==> config.mk <==
export PLATFORM = sky130hd
export DESIGN_NAME = byte_pattern_find_replace_flat
export DESIGN_NICKNAME = d
export VERILOG_FILES = /design/src/design/bpfr_pkg.sv /design/src/design/bpfr_ifs.sv /design/src/design/bpfr_window.sv /design/src/design/bpfr_serial.sv /design/src/design/byte_pattern_find_replace.sv /design/src/flat_wrapper.sv
export VERILOG_INCLUDE_DIRS = /design/src /design/src/design
export SDC_FILE = /design/constraint.sdc
export NUM_CORES = 1
export LEC_CHECK = 0
export BUFFER_PORTS_ARGS = -buffer_cell sky130_fd_sc_hd__buf_4
export CAP_MARGIN = 40
export CORE_AREA = 2 2 231 233
export CTS_BUF_LIST = sky130_fd_sc_hd__clkbuf_4
export CTS_CLUSTER_SIZE = 25
export DETAILED_ROUTE_END_ITERATION = 8
export DIE_AREA = 0 0 233 235
export HOLD_SLACK_MARGIN = 0.08
export PLACE_DENSITY = 0.66
export SYNTH_ARGS = -nofsm -noshare
export SYNTH_HDL_FRONTEND = slang
export SYNTH_SLANG_ARGS = --single-unit
==> constraint.sdc <==
create_clock -name i_clk -period 11.77 [get_ports i_clk]
set_clock_uncertainty 0.15 [all_clocks]
set_input_delay 0.5885 -clock i_clk [delete_from_list [all_inputs] [get_ports i_clk]]
set_output_delay 0.5885 -clock i_clk [all_outputs]
set_load 0.05 [all_outputs]
==> src/design/byte_pattern_find_replace_assert.svh <==
// Assertion macros shared by the pattern search and replace modules.
// Needs i_clk and i_rst_n in the scope of each use.
`ifndef BYTE_PATTERN_FIND_REPLACE_ASSERT_SVH
`define BYTE_PATTERN_FIND_REPLACE_ASSERT_SVH

// Property checked at every clock edge outside reset
`define BPFR_ASSERT(lbl, prop, msg) \
    lbl: assert property (@(posedge i_clk) disable iff (!i_rst_n) (prop)) else $error(msg);

// Condition that must hold in the cycle after a trigger
`define BPFR_ASSERT_NEXT(lbl, ante, cons, msg) \
    lbl: assert property (@(posedge i_clk) disable iff (!i_rst_n) (ante) |=> (cons)) \
        else $error(msg);

`endif

==> src/design/bpfr_pkg.sv <==
// Shared constants and types for the byte pattern search and replace block.
// No dependencies.
`default_nettype none

package bpfr_pkg;

    localparam int MAX_PATTERN = 8;
    localparam int QDEPTH      = MAX_PATTERN + 1;
    localparam int FILL_W      = 4;
    localparam int CFG_IDX_W   = 2;
    localparam int PAT_W       = 8 * MAX_PATTERN;

    localparam logic [CFG_IDX_W-1:0] REG_PATTERN_LENGTH  = 2'd0;
    localparam logic [CFG_IDX_W-1:0] REG_SEARCH_PATTERN  = 2'd1;
    localparam logic [CFG_IDX_W-1:0] REG_REPLACE_PATTERN = 2'd2;

    typedef logic [FILL_W-1:0] t_fill;
    typedef logic [7:0]        t_byte;
    typedef logic [15:0]       t_total;

    // Result run produced by one input beat
    typedef struct packed {
        logic [QDEPTH-1:0][7:0] bytes;
        logic [QDEPTH-1:0]      rep;
        t_fill                  cnt;
        logic                   fin;
        t_total                 total;
    } t_load;

    // Configuration seen by the window logic
    typedef struct packed {
        t_fill             len;
        logic [PAT_W-1:0]  search;
        logic [PAT_W-1:0]  replace;
    } t_cfg;

endpackage

`default_nettype wire

==> src/design/bpfr_ifs.sv <==
// Valid/ready channel interfaces: input bytes, result bytes, register writes.
// Depends on bpfr_pkg.
`default_nettype none

interface bpfr_in_if;
    import bpfr_pkg::*;
    logic       valid;
    logic       ready;
    logic [7:0] data_byte;
    logic       final_byte;
    modport source (output valid, output data_byte, output final_byte, input ready);
    modport sink   (input valid, input data_byte, input final_byte, output ready);
endinterface

interface bpfr_out_if;
    import bpfr_pkg::*;
    logic        valid;
    logic        ready;
    logic [7:0]  out_byte;
    logic        replaced;
    logic        run_last;
    logic        buffer_end;
    logic [15:0] match_total;
    modport source (output valid, output out_byte, output replaced, output run_last,
                    output buffer_end, output match_total, input ready);
    modport sink   (input valid, input out_byte, input replaced, input run_last,
                    input buffer_end, input match_total, output ready);
endinterface

interface bpfr_cfg_if;
    import bpfr_pkg::*;
    logic                 valid;
    logic                 ready;
    logic [CFG_IDX_W-1:0] index;
    logic [63:0]          data;
    modport source (output valid, output index, output data, input ready);
    modport sink   (input valid, input index, input data, output ready);
endinterface

`default_nettype wire

==> src/design/bpfr_window.sv <==
// Pending byte window, pattern compare and match counter; builds the result run
// for each accepted beat. Depends on bpfr_pkg and the assertion macro header.
`default_nettype none

module bpfr_window (
    input  logic             i_clk,
    input  logic             i_rst_n,
    input  logic             i_accept,
    input  logic [7:0]       i_data_byte,
    input  logic             i_final_byte,
    input  bpfr_pkg::t_cfg   i_cfg,
    output bpfr_pkg::t_load  o_load
);
    import bpfr_pkg::*;

    t_byte  r_win [MAX_PATTERN];
    t_fill  r_fill;
    t_total r_count;

    t_byte  n_win [MAX_PATTERN];
    t_fill  n_fill;
    t_total n_count;

    t_byte  w_all [QDEPTH];
    t_fill  len;
    t_fill  m;
    t_fill  e;
    logic   full;
    logic   hit;
    t_fill  idx;
    t_fill  ridx;
    t_fill  sidx;
    t_total total;

    // Clamp the configured length into 1..MAX_PATTERN
    always_comb begin
        len = i_cfg.len;
        if (len == '0) begin
            len = FILL_W'(1);
        end else if (len > FILL_W'(MAX_PATTERN)) begin
            len = FILL_W'(MAX_PATTERN);
        end
    end

    // Window with the new byte appended
    always_comb begin
        for (int i = 0; i < MAX_PATTERN; i++) begin
            if (FILL_W'(i) < r_fill) begin
                w_all[i] = r_win[i];
            end else if (FILL_W'(i) == r_fill) begin
                w_all[i] = i_data_byte;
            end else begin
                w_all[i] = '0;
            end
        end
        w_all[MAX_PATTERN] = (r_fill == FILL_W'(MAX_PATTERN)) ? i_data_byte : '0;
    end

    // Excess bytes ahead of a full-length window
    assign m    = r_fill + FILL_W'(1);
    assign full = (m >= len);
    assign e    = full ? (m - len) : '0;

    // Compare the last len bytes against the search pattern
    always_comb begin
        hit = full;
        idx = '0;
        for (int i = 0; i < MAX_PATTERN; i++) begin
            if (FILL_W'(i) < len) begin
                idx = e + FILL_W'(i);
                if (idx < FILL_W'(QDEPTH)) begin
                    if (w_all[idx] != i_cfg.search[8*i +: 8]) begin
                        hit = 1'b0;
                    end
                end
            end
        end
    end

    // Saturating match count including this beat
    assign total = (hit && r_count != '1) ? r_count + 16'd1 : r_count;

    // Build the result run
    always_comb begin
        ridx = '0;
        for (int k = 0; k < QDEPTH; k++) begin
            if (hit && FILL_W'(k) >= e) begin
                ridx           = FILL_W'(k) - e;
                o_load.bytes[k] = i_cfg.replace[{ridx[2:0], 3'b000} +: 8];
                o_load.rep[k]   = 1'b1;
            end else begin
                o_load.bytes[k] = w_all[k];
                o_load.rep[k]   = 1'b0;
            end
        end
        if (hit || i_final_byte) begin
            o_load.cnt = m;
        end else if (full) begin
            o_load.cnt = e + FILL_W'(1);
        end else begin
            o_load.cnt = '0;
        end
        o_load.fin   = i_final_byte;
        o_load.total = total;
    end

    // Next window contents
    always_comb begin
        sidx = '0;
        for (int i = 0; i < MAX_PATTERN; i++) begin
            n_win[i] = '0;
        end
        if (hit || i_final_byte) begin
            n_fill = '0;
        end else if (full) begin
            n_fill = len - FILL_W'(1);
            for (int i = 0; i < MAX_PATTERN; i++) begin
                sidx = FILL_W'(i) + e + FILL_W'(1);
                if (FILL_W'(i) < n_fill && sidx < FILL_W'(QDEPTH)) begin
                    n_win[i] = w_all[sidx];
                end
            end
        end else begin
            n_fill = m;
            for (int i = 0; i < MAX_PATTERN; i++) begin
                n_win[i] = w_all[i];
            end
        end
        n_count = i_final_byte ? '0 : total;
    end

    // Advance the window state on each accepted beat
    always_ff @(posedge i_clk) begin
        if (!i_rst_n) begin
            r_fill  <= '0;
            r_count <= '0;
        end else if (i_accept) begin
            r_fill  <= n_fill;
            r_count <= n_count;
        end
    end

    always_ff @(posedge i_clk) begin
        if (i_accept) begin
            r_win <= n_win;
        end
    end

`include "byte_pattern_find_replace_assert.svh"

    `BPFR_ASSERT(a_fill_bound, r_fill <= FILL_W'(MAX_PATTERN), "window fill above maximum")
    `BPFR_ASSERT_NEXT(a_flush_clear, i_accept && i_final_byte, r_fill == '0 && r_count == '0, "window or count not cleared after buffer end")
    `BPFR_ASSERT_NEXT(a_fill_short, i_accept && !i_final_byte, r_fill < $past(len), "window left at or above pattern length")

endmodule

`default_nettype wire

==> src/design/bpfr_serial.sv <==
// Result run queue and output register: hands out one result beat per cycle while the output is ready.
// Depends on bpfr_pkg, bpfr_ifs and the assertion macro header.
`default_nettype none

module bpfr_serial (
    input  logic             i_clk,
    input  logic             i_rst_n,
    input  bpfr_pkg::t_load  i_load,
    input  logic             i_accept,
    output logic             o_load_ready,
    bpfr_out_if.source       o_out
);
    import bpfr_pkg::*;

    t_load       r_q;
    t_fill       r_idx;
    logic        r_ovalid;
    logic [7:0]  r_obyte;
    logic        r_orep;
    logic        r_olast;
    logic        r_oend;
    t_total      r_ototal;

    logic q_has;
    logic q_last;
    logic adv;

    // Queue status and advance
    assign q_has        = (r_idx < r_q.cnt);
    assign q_last       = (r_idx == r_q.cnt - FILL_W'(1));
    assign adv          = q_has && (!r_ovalid || o_out.ready);
    assign o_load_ready = !q_has || (adv && q_last);

    // Load a new run or step through the current one
    always_ff @(posedge i_clk) begin
        if (!i_rst_n) begin
            r_q.cnt <= '0;
            r_idx   <= '0;
        end else if (i_accept) begin
            r_q   <= i_load;
            r_idx <= '0;
        end else if (adv) begin
            r_idx <= r_idx + FILL_W'(1);
        end
    end

    // Output register valid
    always_ff @(posedge i_clk) begin
        if (!i_rst_n) begin
            r_ovalid <= 1'b0;
        end else if (adv) begin
            r_ovalid <= 1'b1;
        end else if (o_out.ready) begin
            r_ovalid <= 1'b0;
        end
    end

    // Output register payload
    always_ff @(posedge i_clk) begin
        if (adv) begin
            r_obyte  <= r_q.bytes[r_idx];
            r_orep   <= r_q.rep[r_idx];
            r_olast  <= q_last;
            r_oend   <= q_last && r_q.fin;
            r_ototal <= r_q.total;
        end
    end

    assign o_out.valid       = r_ovalid;
    assign o_out.out_byte    = r_obyte;
    assign o_out.replaced    = r_orep;
    assign o_out.run_last    = r_olast;
    assign o_out.buffer_end  = r_oend;
    assign o_out.match_total = r_ototal;

`include "byte_pattern_find_replace_assert.svh"

    `BPFR_ASSERT(a_idx_bound, r_idx <= r_q.cnt, "queue read index past run length")
    `BPFR_ASSERT(a_cnt_bound, r_q.cnt <= FILL_W'(QDEPTH), "run length above queue depth")
    `BPFR_ASSERT(a_end_last, !r_ovalid || !r_oend || r_olast, "buffer end not on last beat of run")

endmodule

`default_nettype wire

==> src/design/byte_pattern_find_replace.sv <==
// Streaming fixed-pattern search and replace, one byte beat in, result beats out.
// An accepted beat's run is registered in the queue, then its first result in the output register.
// Throughput: one beat per cycle while each beat yields at most one result and the output
// port takes it; a beat yielding n results (up to 8) holds the input until its last result moves out.
// Reset (synchronous, active low) empties window, queue and count; length 1, patterns 0.
// Depends on bpfr_pkg, bpfr_ifs, bpfr_window and bpfr_serial.
`default_nettype none

module byte_pattern_find_replace (
    input  logic        i_clk,
    input  logic        i_rst_n,
    bpfr_in_if.sink     i_in,
    bpfr_out_if.source  o_out,
    bpfr_cfg_if.sink    i_cfg
);
    import bpfr_pkg::*;

    t_fill            r_len;
    logic [PAT_W-1:0] r_search;
    logic [PAT_W-1:0] r_replace;

    t_cfg  cfg;
    t_load load;
    logic  load_ready;
    logic  accept;

    // Register writes are always taken
    assign i_cfg.ready = 1'b1;

    always_ff @(posedge i_clk) begin
        if (!i_rst_n) begin
            r_len     <= FILL_W'(1);
            r_search  <= '0;
            r_replace <= '0;
        end else if (i_cfg.valid) begin
            case (i_cfg.index)
                REG_PATTERN_LENGTH:  r_len     <= i_cfg.data[FILL_W-1:0];
                REG_SEARCH_PATTERN:  r_search  <= i_cfg.data[PAT_W-1:0];
                REG_REPLACE_PATTERN: r_replace <= i_cfg.data[PAT_W-1:0];
                default: ;
            endcase
        end
    end

    assign cfg.len     = r_len;
    assign cfg.search  = r_search;
    assign cfg.replace = r_replace;

    // Input handshake
    assign i_in.ready = load_ready;
    assign accept     = i_in.valid && load_ready;

    bpfr_window u_window (
        .i_clk        (i_clk),
        .i_rst_n      (i_rst_n),
        .i_accept     (accept),
        .i_data_byte  (i_in.data_byte),
        .i_final_byte (i_in.final_byte),
        .i_cfg        (cfg),
        .o_load       (load)
    );

    bpfr_serial u_serial (
        .i_clk        (i_clk),
        .i_rst_n      (i_rst_n),
        .i_load       (load),
        .i_accept     (accept),
        .o_load_ready (load_ready),
        .o_out        (o_out)
    );

endmodule

`default_nettype wire

==> src/flat_wrapper.sv <==
// flat-port wrapper written by rule: the top's interface ports become plain ports
module byte_pattern_find_replace_flat import bpfr_pkg::*;
  (i_clk, i_rst_n, i_in_valid, i_in_data_byte, i_in_final_byte, i_in_ready, o_out_valid, o_out_out_byte, o_out_replaced, o_out_run_last, o_out_buffer_end, o_out_match_total, o_out_ready, i_cfg_valid, i_cfg_index, i_cfg_data, i_cfg_ready);
  bpfr_in_if i_in_i ();
  bpfr_out_if o_out_i ();
  bpfr_cfg_if i_cfg_i ();
  input  logic i_clk;
  input  logic i_rst_n;
  input wire logic [$bits(i_in_i.valid)-1:0] i_in_valid;
  input wire logic [$bits(i_in_i.data_byte)-1:0] i_in_data_byte;
  input wire logic [$bits(i_in_i.final_byte)-1:0] i_in_final_byte;
  output wire logic [$bits(i_in_i.ready)-1:0] i_in_ready;
  output wire logic [$bits(o_out_i.valid)-1:0] o_out_valid;
  output wire logic [$bits(o_out_i.out_byte)-1:0] o_out_out_byte;
  output wire logic [$bits(o_out_i.replaced)-1:0] o_out_replaced;
  output wire logic [$bits(o_out_i.run_last)-1:0] o_out_run_last;
  output wire logic [$bits(o_out_i.buffer_end)-1:0] o_out_buffer_end;
  output wire logic [$bits(o_out_i.match_total)-1:0] o_out_match_total;
  input wire logic [$bits(o_out_i.ready)-1:0] o_out_ready;
  input wire logic [$bits(i_cfg_i.valid)-1:0] i_cfg_valid;
  input wire logic [$bits(i_cfg_i.index)-1:0] i_cfg_index;
  input wire logic [$bits(i_cfg_i.data)-1:0] i_cfg_data;
  output wire logic [$bits(i_cfg_i.ready)-1:0] i_cfg_ready;
  assign i_in_i.valid = i_in_valid;
  assign i_in_i.data_byte = i_in_data_byte;
  assign i_in_i.final_byte = i_in_final_byte;
  assign i_in_ready = i_in_i.ready;
  assign o_out_valid = o_out_i.valid;
  assign o_out_out_byte = o_out_i.out_byte;
  assign o_out_replaced = o_out_i.replaced;
  assign o_out_run_last = o_out_i.run_last;
  assign o_out_buffer_end = o_out_i.buffer_end;
  assign o_out_match_total = o_out_i.match_total;
  assign o_out_i.ready = o_out_ready;
  assign i_cfg_i.valid = i_cfg_valid;
  assign i_cfg_i.index = i_cfg_index;
  assign i_cfg_i.data = i_cfg_data;
  assign i_cfg_ready = i_cfg_i.ready;
  byte_pattern_find_replace u_core (.i_clk(i_clk), .i_rst_n(i_rst_n), .i_in(i_in_i), .o_out(o_out_i), .i_cfg(i_cfg_i));
endmodule
After elaboration in Yosys (flattened, before gate mapping) --
Index checks and enable logic that the tools add are counted.
Storage, ports and cells: word-level logic and storage cells 338, output and inout port bits 30, bits in registers 350
Cells by class: magnitude comparators 67, reductions and logical operators 36, eq/ne operators 20, add/sub/neg operators 29, shift-type cells 9, bitwise operators 16, multiplexer cells 128
Operator list (number):
- 64-bit by 7-bit indexed part select with 8-bit output | 9
- 8-bit two-way mux | 65
- 8-bit binary-select mux with 4-bit select | 16
- 5-bit greater-or-equal comparator (second input constant) | 15
- 4-bit NOT with 5-bit output | 15
- 64-bit two-way mux | 1
- 8-bit inequality test | 8
- 4-bit less-than comparator (second input constant) | 15
- 3-bit by 4-bit less-than comparator with 1-bit output (first input constant) | 12
- 4-bit by 1-bit adder with 4-bit output (second input constant) | 9
- 1-bit two-way mux | 36
- 16-bit two-way mux | 2
- 4-bit two-way mux | 7
- 1-bit by 4-bit less-than comparator with 1-bit output (first input constant) | 6
- 2-bit by 4-bit less-than comparator with 1-bit output (first input constant) | 6
- 1-bit logical AND | 22
- 16-bit by 1-bit adder with 16-bit output (second input constant) | 1
- 3-bit by 4-bit adder with 4-bit output (first input constant) | 4
- 3-bit by 4-bit equality test with 1-bit output (first input constant) | 4
- 3-bit by 4-bit greater-or-equal comparator with 1-bit output (first input constant) | 4
- 16-bit inequality test (second input constant) | 1
- 3-bit subtractor (first input constant) | 4
- 1-bit by 3-bit subtractor with 3-bit output (first input constant) | 3
- 2-bit by 4-bit adder with 4-bit output (first input constant) | 2
- 26 further kinds | 38

Longest topological paths before layout --
word-level depth 37, depth in mapped cells 32

Cells and area by module --
Synthesis repeated with hierarchy kept, for this count alone.
Unflattened totals: cells, all modules 2784, area total of the unflattened synthesis 25593.3 µm²
By module, submodules not included:
- bpfr_window | times used 1, area an instance 15566.2 µm², sequential area each 2322.2 µm², cells an instance 2013
- bpfr_serial | times used 1, area an instance 5051.1 µm², sequential area each 3933.8 µm², cells an instance 267
- byte_pattern_find_replace | times used 1, area an instance 4976.0 µm², sequential area each 2642.5 µm², cells an instance 504

Worst setup path before layout --
Ideal clock, no wire load.
path type register -> register, start point reg u_core.u_window.r_fill[1], end point reg u_core.u_serial.r_q[66] (netlist name), data pin, arrival time 7.170 ns, path slack 4.180 ns, stages on the path, launching flop included 31, setup time 0.270 ns, required time 11.350 ns, period minus slack after synthesis 7.590 ns, cells stage by stage dfxtp_1 > clkbuf_1 > buf_2 > inv_1 > ha_1 > inv_1 > fa_1 > buf_2 > nand3b_1 > o22ai_2 > buf_4 > buf_6 > buf_2 > buf_1 > clkbuf_1 > inv_1 > ha_1 > clkbuf_1 > clkinv_1 > nor4_1 > and3b_1 > o21ai_0 > o2111ai_1 > a2111oi_1 > o21ai_1 > o21ai_4 > nand2_2 > buf_2 > buf_1 > nor4_1 > a21oi_1
RTL lines:
- start: declaration | line bpfr_window.sv:17 | t_fill r_fill;
- start signal: assignment | line bpfr_window.sv:138 | r_fill <= n_fill;
- end signal: assignment | line bpfr_serial.sv:40 | r_q <= i_load;
- end: declaration | line bpfr_serial.sv:15 | t_load r_q;

Final worst setup path --
start point reg u_core.r_len[1], end point reg u_core.u_window.r_win[47] (netlist name), data pin
Between the ends: word-level cells in the longest chain between the ends 35
RTL lines:
- start: declaration | line byte_pattern_find_replace.sv:18 | t_fill r_len;
- start signal: assignment | line byte_pattern_find_replace.sv:37 | REG_PATTERN_LENGTH: r_len <= i_cfg.data[FILL_W-1:0];
- 4-bit greater-than comparator | line bpfr_window.sv:40 | end else if (len > FILL_W'(MAX_PATTERN)) begin
- 4-bit two-way mux | line bpfr_window.sv:40
- 4-bit two-way mux (*) | line bpfr_window.sv:38 | if (len == '0) begin
- parallel branches: the longest is 32 deep, another holds 4-bit subtractor
- end signal: assignment | line bpfr_window.sv:145 | r_win <= n_win;
- end: declaration | line bpfr_window.sv:16 | t_byte r_win [MAX_PATTERN];
Every way passes the cells marked *. The select of a mux whose other input is x is not followed. A chain may end at the register's enable or synchronous reset.

==> impl_results.md <==
* Status: completed
* Max cap viols at 0
* Max Clk Rate at 0.105 GHz
* Hold Fails Final Rpt at 0
* Asr flop ratio synth at 0%
* Final worst-path cycle share at 80.6%
* DR vias at 26800
* Drt pass-1 iters at 8
* Vias in the first global route at 24300
* FF+latch count, synth at 350
* Critical path buffer and inverter count at 4
* LEAKAGE at 11.3 nW
* Main synth FF type: edfxtp_1
* DR WL/cell at 31.3 um
* Synth warn at 0
* Die area at 54800 sq um
* Final Cell Area at 29600 sq um
* Gp weighted congestion at 1.11
* Worst hold path class: in -> reg
* Crit Path Class: reg -> reg
* Setup TNS at 0 ps
* Netlist cell types at 102
* Total track usage at 44.3%
* Layout Nets at 3300
* Unrepaired setup endpoints after global routing: no
* Total design power at 4.75 mW
* Reg clk slew, reported paths at 60 ps
* # port buffers at 108
* Syn avg cell area at 8.55 sq um
* Fin crit period at 9490 ps
* Clk_lat worst skew at 920 ps
* First-pass GRT wire length at 173000 um
* Synthesized Nets at 3139
* Power Density at 160 nW/um^2
* Proportion of layout cells with a drive suffix above 1 at 15.2%
* CP Launch Type: flip-flop
* Critical Path, Cell by Cell: nor2_1, o21ai_0, inv_1, ha_1, fa_1, nand3b_1, o22ai_4, buf_4, ha_1, clkinv_1, a31o_2, a2111oi_2, nand4b_1, a2111o_1, o32ai_2, o2111ai_1, o21ai_4, nand2_2, buf_4, nand2_1, o32ai_1
* Rows at 84
* Initial antenna violation count at 8
* Max clock buf depth at 3
* Post-CTS Setup Bufs at 0
* CP required at 12220 ps
* Worst path max stage delay at 1100 ps
* Slew @ Worst Pin at 1000 ps
* Synth Instances at 3029
* H-tree levels at 3
* Routed WL at 124000 um
* CTS tree: built
* Number of synthesized flops with an enable pin at 189
* Critical path fanouts, max at 31
* Num ports at 110
* Largest net degree at the start of global routing at 99
* Relative slew margins at 32.5%
* Synthesized area at 25900 sq um
* CTS sink cnt at 350
* DR iter-0 viols at 4000
* Core region area at 52200 sq um
* Total grt overflow at 0
* Remaining DRCs at 0
* Final setup violation count at 0
* Initial Utilization at 49.6%
* Post-DP HPWL at 92900 um
* Clock root buffer: clkbuf_4
* Cts bufs inserted at 96
* Layout area overhead at 14.4%
* DRT antenna net count at 0
* Die height at 235 um
* Worst vdd ir at 0.000105 V
* Slew Viols, Final at 0
* Crit. End Element: flip-flop
* CP arrival at 9930 ps
* Placed instance area at 27500 sq um
* DR vias/cell at 6.77
* Chip width at 233 um
* Slowest-stage cell, CP: fa_1
* CP top delay family: compound AO/OA/AOI/OAI gates
* Register area share after synthesis at 34.4%
cells in the final DEF, fill, tap and decap left out, drive strengths merged, types with 18 or more instances in the layout:
cell type and instances:
and2 39, a211oi 26, inv 50, a22oi 34
clkinv 31, buf 229, o32ai 24, o211ai 33
dfxtp 161, o22ai 54, ha 29, mux4 19
o31a 20, a31oi 49, nor2 147, xor2 37
xnor2 69, and3 21, a221oi 18, nand2 631
nand3 132, mux2i 302, edfxtp 189, a21boi 132
nor3 53, mux2 50, a21oi 96, nor2b 24
dlygate4sd3 76, clkbuf 144, o21ai 92
cell type report:
cell class                      count  area (sq um)
Timing Repair Buffer              305          2590
Sequential cell                   350          8900
Tap cell                          688           861
Clock buffer                      144          1080
Multi-Input combinational cell   2388         15800
Inverter                           49           184
Fill cell                        4649         22600
Clock inverter                     33           173
Antenna cell                        4          10.0
metal layers:
metal  GRT usage [%]  routed length (um)
met5               0                  36
met4            31.9               10800
met3            12.8               15600
met2            60.8               49100
met1            59.1               48300
cells in the mapped netlist, types with 11 or more instances:
library cell,count,share of area [%]
a221oi_1,16,0.54
nand3b_1,11,0.32
o31a_1,20,0.68
nand4_1,14,0.34
nor2b_1,24,0.58
mux2_2,50,2.2
mux2i_1,298,12
a21boi_0,131,3.8
nor2_1,145,2.1
a32oi_1,13,0.44
ha_1,29,1.4
nor3_1,50,0.97
a21oi_1,95,1.8
and2_1,38,0.92
xnor2_1,69,2.3
mux4_2,19,1.7
inv_1,46,0.67
o22ai_1,53,1.3
and3_1,21,0.51
edfxtp_1,189,22
a211oi_1,25,0.72
xor2_1,37,1.3
o32ai_1,23,0.78
dfxtp_1,161,12
a22oi_1,34,0.99
o21ai_0,88,1.7
o211a_1,12,0.46
nand3_1,131,2.5
buf_1,38,0.55
a31oi_1,49,1.2
buf_4,13,0.38
buf_2,56,1.1
nor4_1,11,0.27
o211ai_1,33,0.96
nand2_1,630,9.1
clkbuf_1,129,1.9
o21a_1,15,0.43
o31ai_1,16,0.46
tightest hold or removal path, stage by stage:
cell,delay [ps]
buf_4,130
nor3b_1,140
buf_4,170
mux2i_1,120
nand2_1,60
through the flow:
stage	setup WS (ps)	cells	hold WS, ps	util [%]
3_5_place_dp	2600	3697	255	52.7
5_1_grt	1840	3958	194	56.7
3_3_place_gp	2730	3672	252	52.2
6_report	2280	3961	180	56.7
4_1_cts	2560	3950	127	56.6
2_1_floorplan	4180	3029	250	-
state kept, by name, summed over array words and instances, names as in the netlist, 4 cells and up:
register	cells
u_core.u_serial.r_q	102
u_core.u_serial.o_out.match_total	16
u_core.u_window.r_win	64
u_core.u_window.r_count	16
u_core.r_replace	64
u_core.r_search	64
u_core.u_serial.o_out.out_byte	8
u_core.r_len	4
u_core.u_window.r_fill	4
u_core.u_serial.r_idx	4
power breakdown:
part / switching (mW) / internal (mW) / leakage, nW / total (mW)
combinational: 1.32 / 0.605 / 7.39 / 1.92
clock: 0.576 / 0.567 / 0.744 / 1.14
sequential: 0.104 / 1.59 / 3.12 / 1.69
total: 2.00 / 2.76 / 11.3 / 4.75
worst paths after layout:
| kind | from | end | slack, ps | depth (start not counted) |
|---|---|---|---|---|
| setup / recovery | u_core.r_len[1] | u_core.u_window.r_win[47] | 2280 | 21 |
| hold / removal | i_cfg_valid | u_core.r_len[0] | 180 | 5 |
| setup reg to reg | u_core.r_len[1] | u_core.u_window.r_win[47] | 2280 | 21 |
| hold reg to reg | u_core.u_serial.r_q[10] | u_core.u_serial.o_out.match_total[10] | 270 | 0 |
cell families (layout without fill, tap and decap cells):
| kind of cell | Yosys count | after routing | share of synthesized area (%) |
|---|---|---|---|
| and+or+nand+nor | 1157 | 1157 | 20.2 |
| adders and majority gates | 30 | 30 | 1.48 |
| muxes | 371 | 371 | 15.6 |
| buffers and inverters | 291 | 531 | 4.85 |
| other | 1 | 5 | 0.0145 |
| AOI/OAI and AO/OA | 721 | 721 | 19.7 |
| DFF | 350 | 350 | 34.4 |
| xor gates and xnor gates | 108 | 108 | 3.76 |
repair_timing:
item,in CTS,in global routing
hold endpoints to repair,156,0
gates resized for setup,0,0
setup endpoints to repair,0,0
hold buffers,76,0
No activity file was read; power rests on OpenSTA's default activity.
